==> src/hdl/assert_macros.svh <==
// Assertion macros for the RTL of the LRU page replacement block.
// Needs nothing else; synthesis builds see empty bodies.
`ifndef ASSERT_MACROS_SVH
`define ASSERT_MACROS_SVH
`ifndef SYNTHESIS
`define ASSERT_ALWAYS(lbl, clk, rst, expr, msg) \
  lbl: assert property (@(posedge clk) disable iff (rst) (expr)) else $error(msg);
`define ASSERT_NEXT(lbl, clk, rst, ante, cons, msg) \
  lbl: assert property (@(posedge clk) disable iff (rst) (ante) |=> (cons)) else $error(msg);
`else
`define ASSERT_ALWAYS(lbl, clk, rst, expr, msg)
`define ASSERT_NEXT(lbl, clk, rst, ante, cons, msg)
`endif
`endif

==> src/hdl/lrup_pkg.sv <==
// Package for the LRU page replacement block: operation codes and status flags.
// No dependencies.
`timescale 1ns / 1ps
package lrup_pkg;

  typedef enum logic [1:0] {
    MODE_INSERT = 2'd0,
    MODE_ACCESS = 2'd1,
    MODE_EVICT  = 2'd2
  } lrup_mode_t;

  typedef struct packed {
    logic victim_valid;
    logic hit;
    logic overflow;
  } lrup_flags_t;

endpackage

==> src/hdl/lrup_req_if.sv <==
// Request channel of the LRU page replacement block: valid/ready plus payload.
// No dependencies.
`timescale 1ns / 1ps
interface lrup_req_if #(
  parameter int PAGE_BITS = 20
);
  logic                 valid;
  logic                 ready;
  logic [1:0]           mode;
  logic [PAGE_BITS-1:0] page_number;

  modport source (output valid, mode, page_number, input ready);
  modport sink   (input valid, mode, page_number, output ready);
endinterface

==> src/hdl/lrup_rsp_if.sv <==
// Result channel of the LRU page replacement block: valid/ready plus payload.
// No dependencies.
`timescale 1ns / 1ps
interface lrup_rsp_if #(
  parameter int PAGE_BITS = 20
);
  logic                 valid;
  logic                 ready;
  logic                 victim_valid;
  logic [PAGE_BITS-1:0] victim_page;
  logic                 hit;
  logic                 overflow;

  modport source (output valid, victim_valid, victim_page, hit, overflow, input ready);
  modport sink   (input valid, victim_valid, victim_page, hit, overflow, output ready);
endinterface

==> src/hdl/lrup_stack.sv <==
// Recency stack: page slots, entry count, parallel lookup and shift update.
// Depends on lrup_pkg and assert_macros.svh.
`timescale 1ns / 1ps
`include "assert_macros.svh"
module lrup_stack
  import lrup_pkg::*;
#(
  parameter int DEPTH     = 8,
  parameter int PAGE_BITS = 20
) (
  input  logic                 clk,
  input  logic                 rst,
  input  logic                 op_valid,
  input  logic [1:0]           op_mode,
  input  logic [PAGE_BITS-1:0] op_page,
  output lrup_flags_t          flags,
  output logic [PAGE_BITS-1:0] victim_page
);
  localparam int IDX_W = $clog2(DEPTH);
  localparam int CNT_W = $clog2(DEPTH + 1);

  logic [PAGE_BITS-1:0] entries [DEPTH];
  logic [CNT_W-1:0]     count;
  logic [CNT_W-1:0]     count_next;
  logic [DEPTH-1:0]     match;
  logic [IDX_W-1:0]     idx;
  logic                 hit_any;
  logic                 full;
  logic                 empty;
  logic                 do_promote;
  logic                 do_append;
  logic                 do_evict;

  // Compare every live slot at once; resident pages are unique.
  always_comb begin
    for (int i = 0; i < DEPTH; i++) begin
      match[i] = (CNT_W'(i) < count) && (entries[i] == op_page);
    end
  end

  always_comb begin
    idx = '0;
    for (int i = 0; i < DEPTH; i++) begin
      if (match[i]) begin
        idx = idx | IDX_W'(i);
      end
    end
  end

  assign hit_any = |match;
  assign full    = (count == CNT_W'(DEPTH));
  assign empty   = (count == '0);

  always_comb begin
    do_promote = 1'b0;
    do_append  = 1'b0;
    do_evict   = 1'b0;
    flags      = '0;
    unique case (op_mode)
      MODE_INSERT: begin
        if (hit_any) begin
          do_promote = 1'b1;
          flags.hit  = 1'b1;
        end else if (full) begin
          flags.overflow = 1'b1;
        end else begin
          do_append = 1'b1;
        end
      end
      MODE_ACCESS: begin
        if (hit_any) begin
          do_promote = 1'b1;
          flags.hit  = 1'b1;
        end
      end
      MODE_EVICT: begin
        if (!empty) begin
          do_evict           = 1'b1;
          flags.victim_valid = 1'b1;
        end
      end
      default: begin
      end
    endcase
  end

  assign victim_page = do_evict ? entries[0] : '0;

  always_comb begin
    count_next = count;
    if (op_valid && do_append) begin
      count_next = count + CNT_W'(1);
    end else if (op_valid && do_evict) begin
      count_next = count - CNT_W'(1);
    end
  end

  always_ff @(posedge clk) begin
    if (rst) begin
      count <= '0;
    end else begin
      count <= count_next;
    end
  end

  // Each slot takes its younger neighbor on a shift, or the page itself.
  for (genvar g = 0; g < DEPTH; g++) begin : g_slot
    if (g < DEPTH - 1) begin : g_mid
      always_ff @(posedge clk) begin
        if (op_valid) begin
          if (do_evict) begin
            entries[g] <= entries[g+1];
          end else if (do_promote) begin
            if (CNT_W'(g) == count - CNT_W'(1)) begin
              entries[g] <= op_page;
            end else if (IDX_W'(g) >= idx && CNT_W'(g + 1) < count) begin
              entries[g] <= entries[g+1];
            end
          end else if (do_append && CNT_W'(g) == count) begin
            entries[g] <= op_page;
          end
        end
      end
    end else begin : g_last
      always_ff @(posedge clk) begin
        if (op_valid) begin
          if (do_promote && CNT_W'(g) == count - CNT_W'(1)) begin
            entries[g] <= op_page;
          end else if (do_append && CNT_W'(g) == count) begin
            entries[g] <= op_page;
          end
        end
      end
    end
  end

  `ASSERT_ALWAYS(a_count_bound, clk, rst, count <= CNT_W'(DEPTH), "entry count above depth")
  `ASSERT_ALWAYS(a_unique_page, clk, rst, $onehot0(match), "page resident in two slots")
  `ASSERT_NEXT(a_evict_dec, clk, rst, op_valid && do_evict,
               count == $past(count) - CNT_W'(1), "evict did not drop one entry")
endmodule

==> src/hdl/lru_page_replacement.sv <==
// Top level of the LRU page replacement block: request register, recency stack,
// result register. Depends on lrup_pkg, lrup_req_if, lrup_rsp_if, lrup_stack.
//
// Usage:
//   req carries mode (insert, access, evict) and page_number; rsp returns one
//   result per request: victim_valid/victim_page for evict, hit for an access
//   or an insert of a resident page, overflow for a new page into a full list.
//   Both channels move a request or result when valid and ready are high.
//   The accepting edge loads the request register; the stack does its lookup
//   and update from it, and the result register, which drives rsp.valid,
//   loads from the stack once the result slot is free.
//   Throughput: one request per cycle while the receiver keeps rsp.ready
//   high; the lookup over all DEPTH slots is combinational and the shift
//   update is registered.
//   Reset (rst, synchronous) empties the list and drops anything in flight.
//   When the receiver stalls, the result register holds, the request register
//   fills behind it, and req.ready falls until rsp.ready returns.
`timescale 1ns / 1ps
module lru_page_replacement
  import lrup_pkg::*;
#(
  parameter int DEPTH     = 8,
  parameter int PAGE_BITS = 20
) (
  input  logic clk,
  input  logic rst,
  lrup_req_if.sink   req,
  lrup_rsp_if.source rsp
);
  // Request register stage.
  logic                 s1_valid;
  logic [1:0]           s1_mode;
  logic [PAGE_BITS-1:0] s1_page;

  // Result register stage.
  logic                 out_valid;
  lrup_flags_t          out_flags;
  logic [PAGE_BITS-1:0] out_page;

  lrup_flags_t          stk_flags;
  logic [PAGE_BITS-1:0] stk_victim;
  logic                 out_free;
  logic                 s1_fire;

  // Advance the request into the stack only when the result slot can take it.
  assign out_free  = !out_valid || rsp.ready;
  assign s1_fire   = s1_valid && out_free;
  assign req.ready = !s1_valid || out_free;

  always_ff @(posedge clk) begin
    if (rst) begin
      s1_valid <= 1'b0;
    end else if (req.ready) begin
      s1_valid <= req.valid;
    end
  end

  always_ff @(posedge clk) begin
    if (req.valid && req.ready) begin
      s1_mode <= req.mode;
      s1_page <= req.page_number;
    end
  end

  lrup_stack #(
    .DEPTH     (DEPTH),
    .PAGE_BITS (PAGE_BITS)
  ) u_stack (
    .clk         (clk),
    .rst         (rst),
    .op_valid    (s1_fire),
    .op_mode     (s1_mode),
    .op_page     (s1_page),
    .flags       (stk_flags),
    .victim_page (stk_victim)
  );

  // Hold the result until taken; load a fresh one whenever the stack fires.
  always_ff @(posedge clk) begin
    if (rst) begin
      out_valid <= 1'b0;
    end else if (out_free) begin
      out_valid <= s1_fire;
    end
  end

  always_ff @(posedge clk) begin
    if (s1_fire) begin
      out_flags <= stk_flags;
      out_page  <= stk_victim;
    end
  end

  assign rsp.valid        = out_valid;
  assign rsp.victim_valid = out_flags.victim_valid;
  assign rsp.victim_page  = out_page;
  assign rsp.hit          = out_flags.hit;
  assign rsp.overflow     = out_flags.overflow;
endmodule
==> src/flat_wrapper.sv <==
// flat-port wrapper written by rule: the top's interface ports become plain ports
module lru_page_replacement_flat import lrup_pkg::*;
#(
  parameter int DEPTH     = 8,
  parameter int PAGE_BITS = 20
)
  (clk, rst, req_valid, req_mode, req_page_number, req_ready, rsp_valid, rsp_victim_valid, rsp_victim_page, rsp_hit, rsp_overflow, rsp_ready);
  lrup_req_if #(.PAGE_BITS(PAGE_BITS)) req_i ();
  lrup_rsp_if #(.PAGE_BITS(PAGE_BITS)) rsp_i ();
  input  logic clk;
  input  logic rst;
  input wire logic [$bits(req_i.valid)-1:0] req_valid;
  input wire logic [$bits(req_i.mode)-1:0] req_mode;
  input wire logic [$bits(req_i.page_number)-1:0] req_page_number;
  output wire logic [$bits(req_i.ready)-1:0] req_ready;
  output wire logic [$bits(rsp_i.valid)-1:0] rsp_valid;
  output wire logic [$bits(rsp_i.victim_valid)-1:0] rsp_victim_valid;
  output wire logic [$bits(rsp_i.victim_page)-1:0] rsp_victim_page;
  output wire logic [$bits(rsp_i.hit)-1:0] rsp_hit;
  output wire logic [$bits(rsp_i.overflow)-1:0] rsp_overflow;
  input wire logic [$bits(rsp_i.ready)-1:0] rsp_ready;
  assign req_i.valid = req_valid;
  assign req_i.mode = req_mode;
  assign req_i.page_number = req_page_number;
  assign req_ready = req_i.ready;
  assign rsp_valid = rsp_i.valid;
  assign rsp_victim_valid = rsp_i.victim_valid;
  assign rsp_victim_page = rsp_i.victim_page;
  assign rsp_hit = rsp_i.hit;
  assign rsp_overflow = rsp_i.overflow;
  assign rsp_i.ready = rsp_ready;
  lru_page_replacement #(.DEPTH(DEPTH), .PAGE_BITS(PAGE_BITS)) u_core (.clk(clk), .rst(rst), .req(req_i), .rsp(rsp_i));
endmodule
==> config.mk <==
export PLATFORM = sky130hd
export DESIGN_NAME = lru_page_replacement_flat
export DESIGN_NICKNAME = d
export VERILOG_FILES = /design/src/hdl/lrup_pkg.sv /design/src/hdl/lrup_req_if.sv /design/src/hdl/lrup_rsp_if.sv /design/src/hdl/lrup_stack.sv /design/src/hdl/lru_page_replacement.sv /design/src/flat_wrapper.sv
export VERILOG_INCLUDE_DIRS = /design/src /design/src/hdl
export SDC_FILE = /design/constraint.sdc
export NUM_CORES = 1
export LEC_CHECK = 0
export BUFFER_PORTS_ARGS = -buffer_cell sky130_fd_sc_hd__buf_2
export CAP_MARGIN = 40
export CORE_ASPECT_RATIO = 1.25
export CORE_MARGIN = 10
export CORE_UTILIZATION = 35
export DETAILED_ROUTE_END_ITERATION = 6
export PLACE_DENSITY = 0.51
export SYNTH_ARGS = -nofsm -noshare
export SYNTH_HDL_FRONTEND = slang
export SYNTH_SLANG_ARGS = --single-unit
==> constraint.sdc <==
create_clock -name clk -period 4.55 [get_ports clk]
set_input_delay 1.1375 -clock clk [delete_from_list [all_inputs] [get_ports clk]]
set_output_delay 1.1375 -clock clk [all_outputs]
set_load 0.02 [all_outputs]
==> flow_metrics.tcl <==
set metrics [dict create \
    drc 0 \
    synthTopCellsByArea "edfxtp_1 52%, mux2_4 18%, xnor2_1 8.1%, xor2_1 3.8%, buf_6 2.3%" \
    worst_hold_path_type "flip-flop to flip-flop" \
    synth_top_area_share_pct 52.3 \
    power_density_nw_per_um2 328 \
    endpoint "u_core.u_stack.entries[0][5]" \
    worstSetupStartpointType "flip-flop" \
    syn_area_per_cell_um2 14.9 \
    ir_drop_v 0.000299 \
    grt_antenna_before_repair 0 \
    gr-total-overflow 0 \
    layout.nets 874 \
    reg2reg_to "u_core.u_stack.entries[0][5]" \
    wirelength_um 23900 \
    drive_gt1_share_pct 32.9 \
    fin_tns_setup_ns 0 \
    grt_use_total_pct 11.5 \
    vias 6056 \
    clk_latency_ns 0.52 \
    die_height_um 225 \
    clock_sinks 211 \
    final-instance-count-excl-fill 1280 \
    dp_hpwl_um 18800 \
    place_worst_setup_slack_ns 0.255 \
    timing.fmax_mhz 237 \
    wire_per_inst_um 18.7 \
    min_period_over_period_pct 92.6 \
    fin_skew_ns 0.0137 \
    pin_count 51 \
    dieWidth_um 184 \
    status "finished, final reports clean" \
    critPathMaxFanout 21 \
    seq_area_um2 6280 \
    ys_top_cells_by_count "205 x edfxtp_1, 140 x mux2_4, 109 x xnor2_1" \
    post_cts_buffers 0 \
    drtIter0Drc 363 \
    syn_area_um2 11800 \
    path_clk_slew_ns 0.06 \
    fillers 3115 \
    detail-route-antenna-nets 0 \
    cap_violations 0 \
    syn_inst 789 \
    clockBufferDepth 3 \
    slew_violations 0 \
    ys_seq_elements 211 \
    r2r-start "u_core.u_stack.count[0]" \
    grt_pass1_wl_um 36700 \
    synth.largest_area_cell "edfxtp_1" \
    slew_headroom_pct 41.4 \
    io_buffers 50 \
    gp_congestion 0.813 \
    setup.worst_path.start "u_core.u_stack.count[0]" \
    synth.net_count 822 \
    dpl.cell_count 1238 \
    setup_ws_ns 0.337 \
    leakage_nw 4.73 \
    die-area_um2 41400 \
    setup_viol 0 \
    diodes 0 \
    rsz0062_at_grt "false" \
    met2_length_um 12200 \
    cts_hold_buffers 0 \
    end_kind "flip-flop" \
    tightest_slew_ns 0.879 \
    worstPathArrival_ns 4.40 \
    firstDrtPassIters 4 \
    synth_ff_type "edfxtp_1" \
    clockRootBuffer "clkbuf_16" \
    grt_max_degree 24 \
    dr.max_layer_used "met4" \
    grt_pass1_vias 6237 \
    yosys_warnings 0 \
    htreeDepth 1 \
    ys_seq_area_share_pct 53.3 \
    reg2reg_depth 11 \
    met1_length_um 10200 \
    synthArstFlopShare_pct 0 \
    numCtsBuffers 24 \
    synth_edf_count 205 \
    layout_min_cycle_time_ns 4.21 \
    start_util_pct 35.2 \
    finalHoldViolations 0 \
    cts_tree "done" \
    num_rows 75 \
    dr_wl_met3_um 865 \
    cp.required_ns 4.74 \
    synth_most_common_cell "edfxtp_1" \
    syn_to_final_growth_pct 10.9 \
    cts_resized 0 \
    ys_types 52 \
    multiInputGateArea_um2 4890 \
    vias_per_cell 4.73 \
    r2r_slack_ns 0.34 \
    core_um2 33400 \
    criticalPathCategory "flip-flop to flip-flop" \
]
cell type report:
type	instances	area share, %
clock buffers	30	4.94
clock inverters	12	0.825
inverters	3	0.0863
multi-input cells	509	37.5
flip-flops and latches	211	48.1
well taps	423	4.06
repair buffers	92	4.49
where the power goes:
| part | switching [W] | internal (W) | leakage [nW] | total [W] |
|---|---|---|---|---|
| logic | 0.000119 | 0.000104 | 2.44 | 0.000223 |
| clock network | 0.000747 | 0.00111 | 0.370 | 0.00186 |
| registers | 0.0000540 | 0.00215 | 1.92 | 0.00220 |
| total | 0.000920 | 0.00336 | 4.73 | 0.00428 |
layer usage:
layer | global-route usage, % | vias to the layer above
met2 | 20.6 | 107
met3 | 1.76 | 38
met1 | 13.6 | 2921
li1 | - | 2990
met4 | 4.13 | 0
met5 | 0 | -
cell usage in the layout (no fill, tap or decap), types with 15 or more instances in the layout:
| cell type | synthesis | final |
|---|---|---|
| edfxtp_1 | 205 | 205 |
| mux2_4 | 140 | 140 |
| xnor2_1 | 109 | 109 |
| xor2_1 | 51 | 51 |
| buf_2 | 20 | 50 |
| buf_4 | 7 | 40 |
| nand4_1 | 31 | 31 |
| and2_1 | 27 | 27 |
| clkbuf_16 | 0 | 25 |
| nand2_1 | 22 | 22 |
| nor4_1 | 16 | 16 |
| nor2_1 | 16 | 15 |
flip-flops by register name (all words and copies together) (netlist names):
register                 flops
u_core.s1_mode               2
u_core.s1_valid              1
u_core.rsp.victim_page      20
u_core.u_stack.count         4
u_core.rsp.victim_valid      1
u_core.rsp.overflow          1
u_core.u_stack.entries     160
u_core.s1_page              20
u_core.rsp.valid             1
u_core.rsp.hit               1
metrics by stage:
step / utilization [%] / power, W / cell area (um^2) / hold slack, ns
final: 39.1 / 0.00428 / 13000 / 0.519
after global routing: 39.1 / 0.00446 / 13000 / 0.563
after CTS: 39.1 / 0.00435 / 13000 / 0.522
after detailed placement: 36.8 / 0.00247 / 12300 / 0.511
after global placement: 36.8 / 0.00247 / 12300 / 0.514
after floorplan: - / 0.00239 / 11800 / 0.421
cells by family after synthesis:
| group | share of synthesized area (%) |
|---|---|
| muxes | 19.2 |
| DFF | 53.3 |
| and+or+nand+nor | 7.30 |
| buffers and inverters | 5.14 |
| xor gates and xnor gates | 12.0 |
| adders and majority gates | 0.744 |
| AOI/OAI and AO/OA | 2.23 |
critical path: stages, from the launching register on:
cell	delay, ns
dfxtp_1	0.61
inv_1	0.19
ha_1	0.37
nor2b_1	0.28
o2111ai_1	0.13
nor4_1	0.41
a2bb2oi_1	0.16
and3_1	0.22
and3_1	0.47
mux2_4	0.58
o211ai_1	0.16
buf_4	0.30
worst min path at each step:
stage	endpoint	depth (start not counted)	startpoint
after floorplan	u_core.u_stack.entries[1][60]	0	u_core.s1_page[0]
after global placement	u_core.rsp.valid	2	u_core.s1_valid
after detailed placement	u_core.rsp.valid	2	u_core.s1_valid
after CTS	u_core.rsp.valid	2	u_core.s1_valid
after global routing	u_core.rsp.valid	2	u_core.s1_valid
final	u_core.rsp.valid	2	u_core.s1_valid
(Power assumes the default switching activity.)
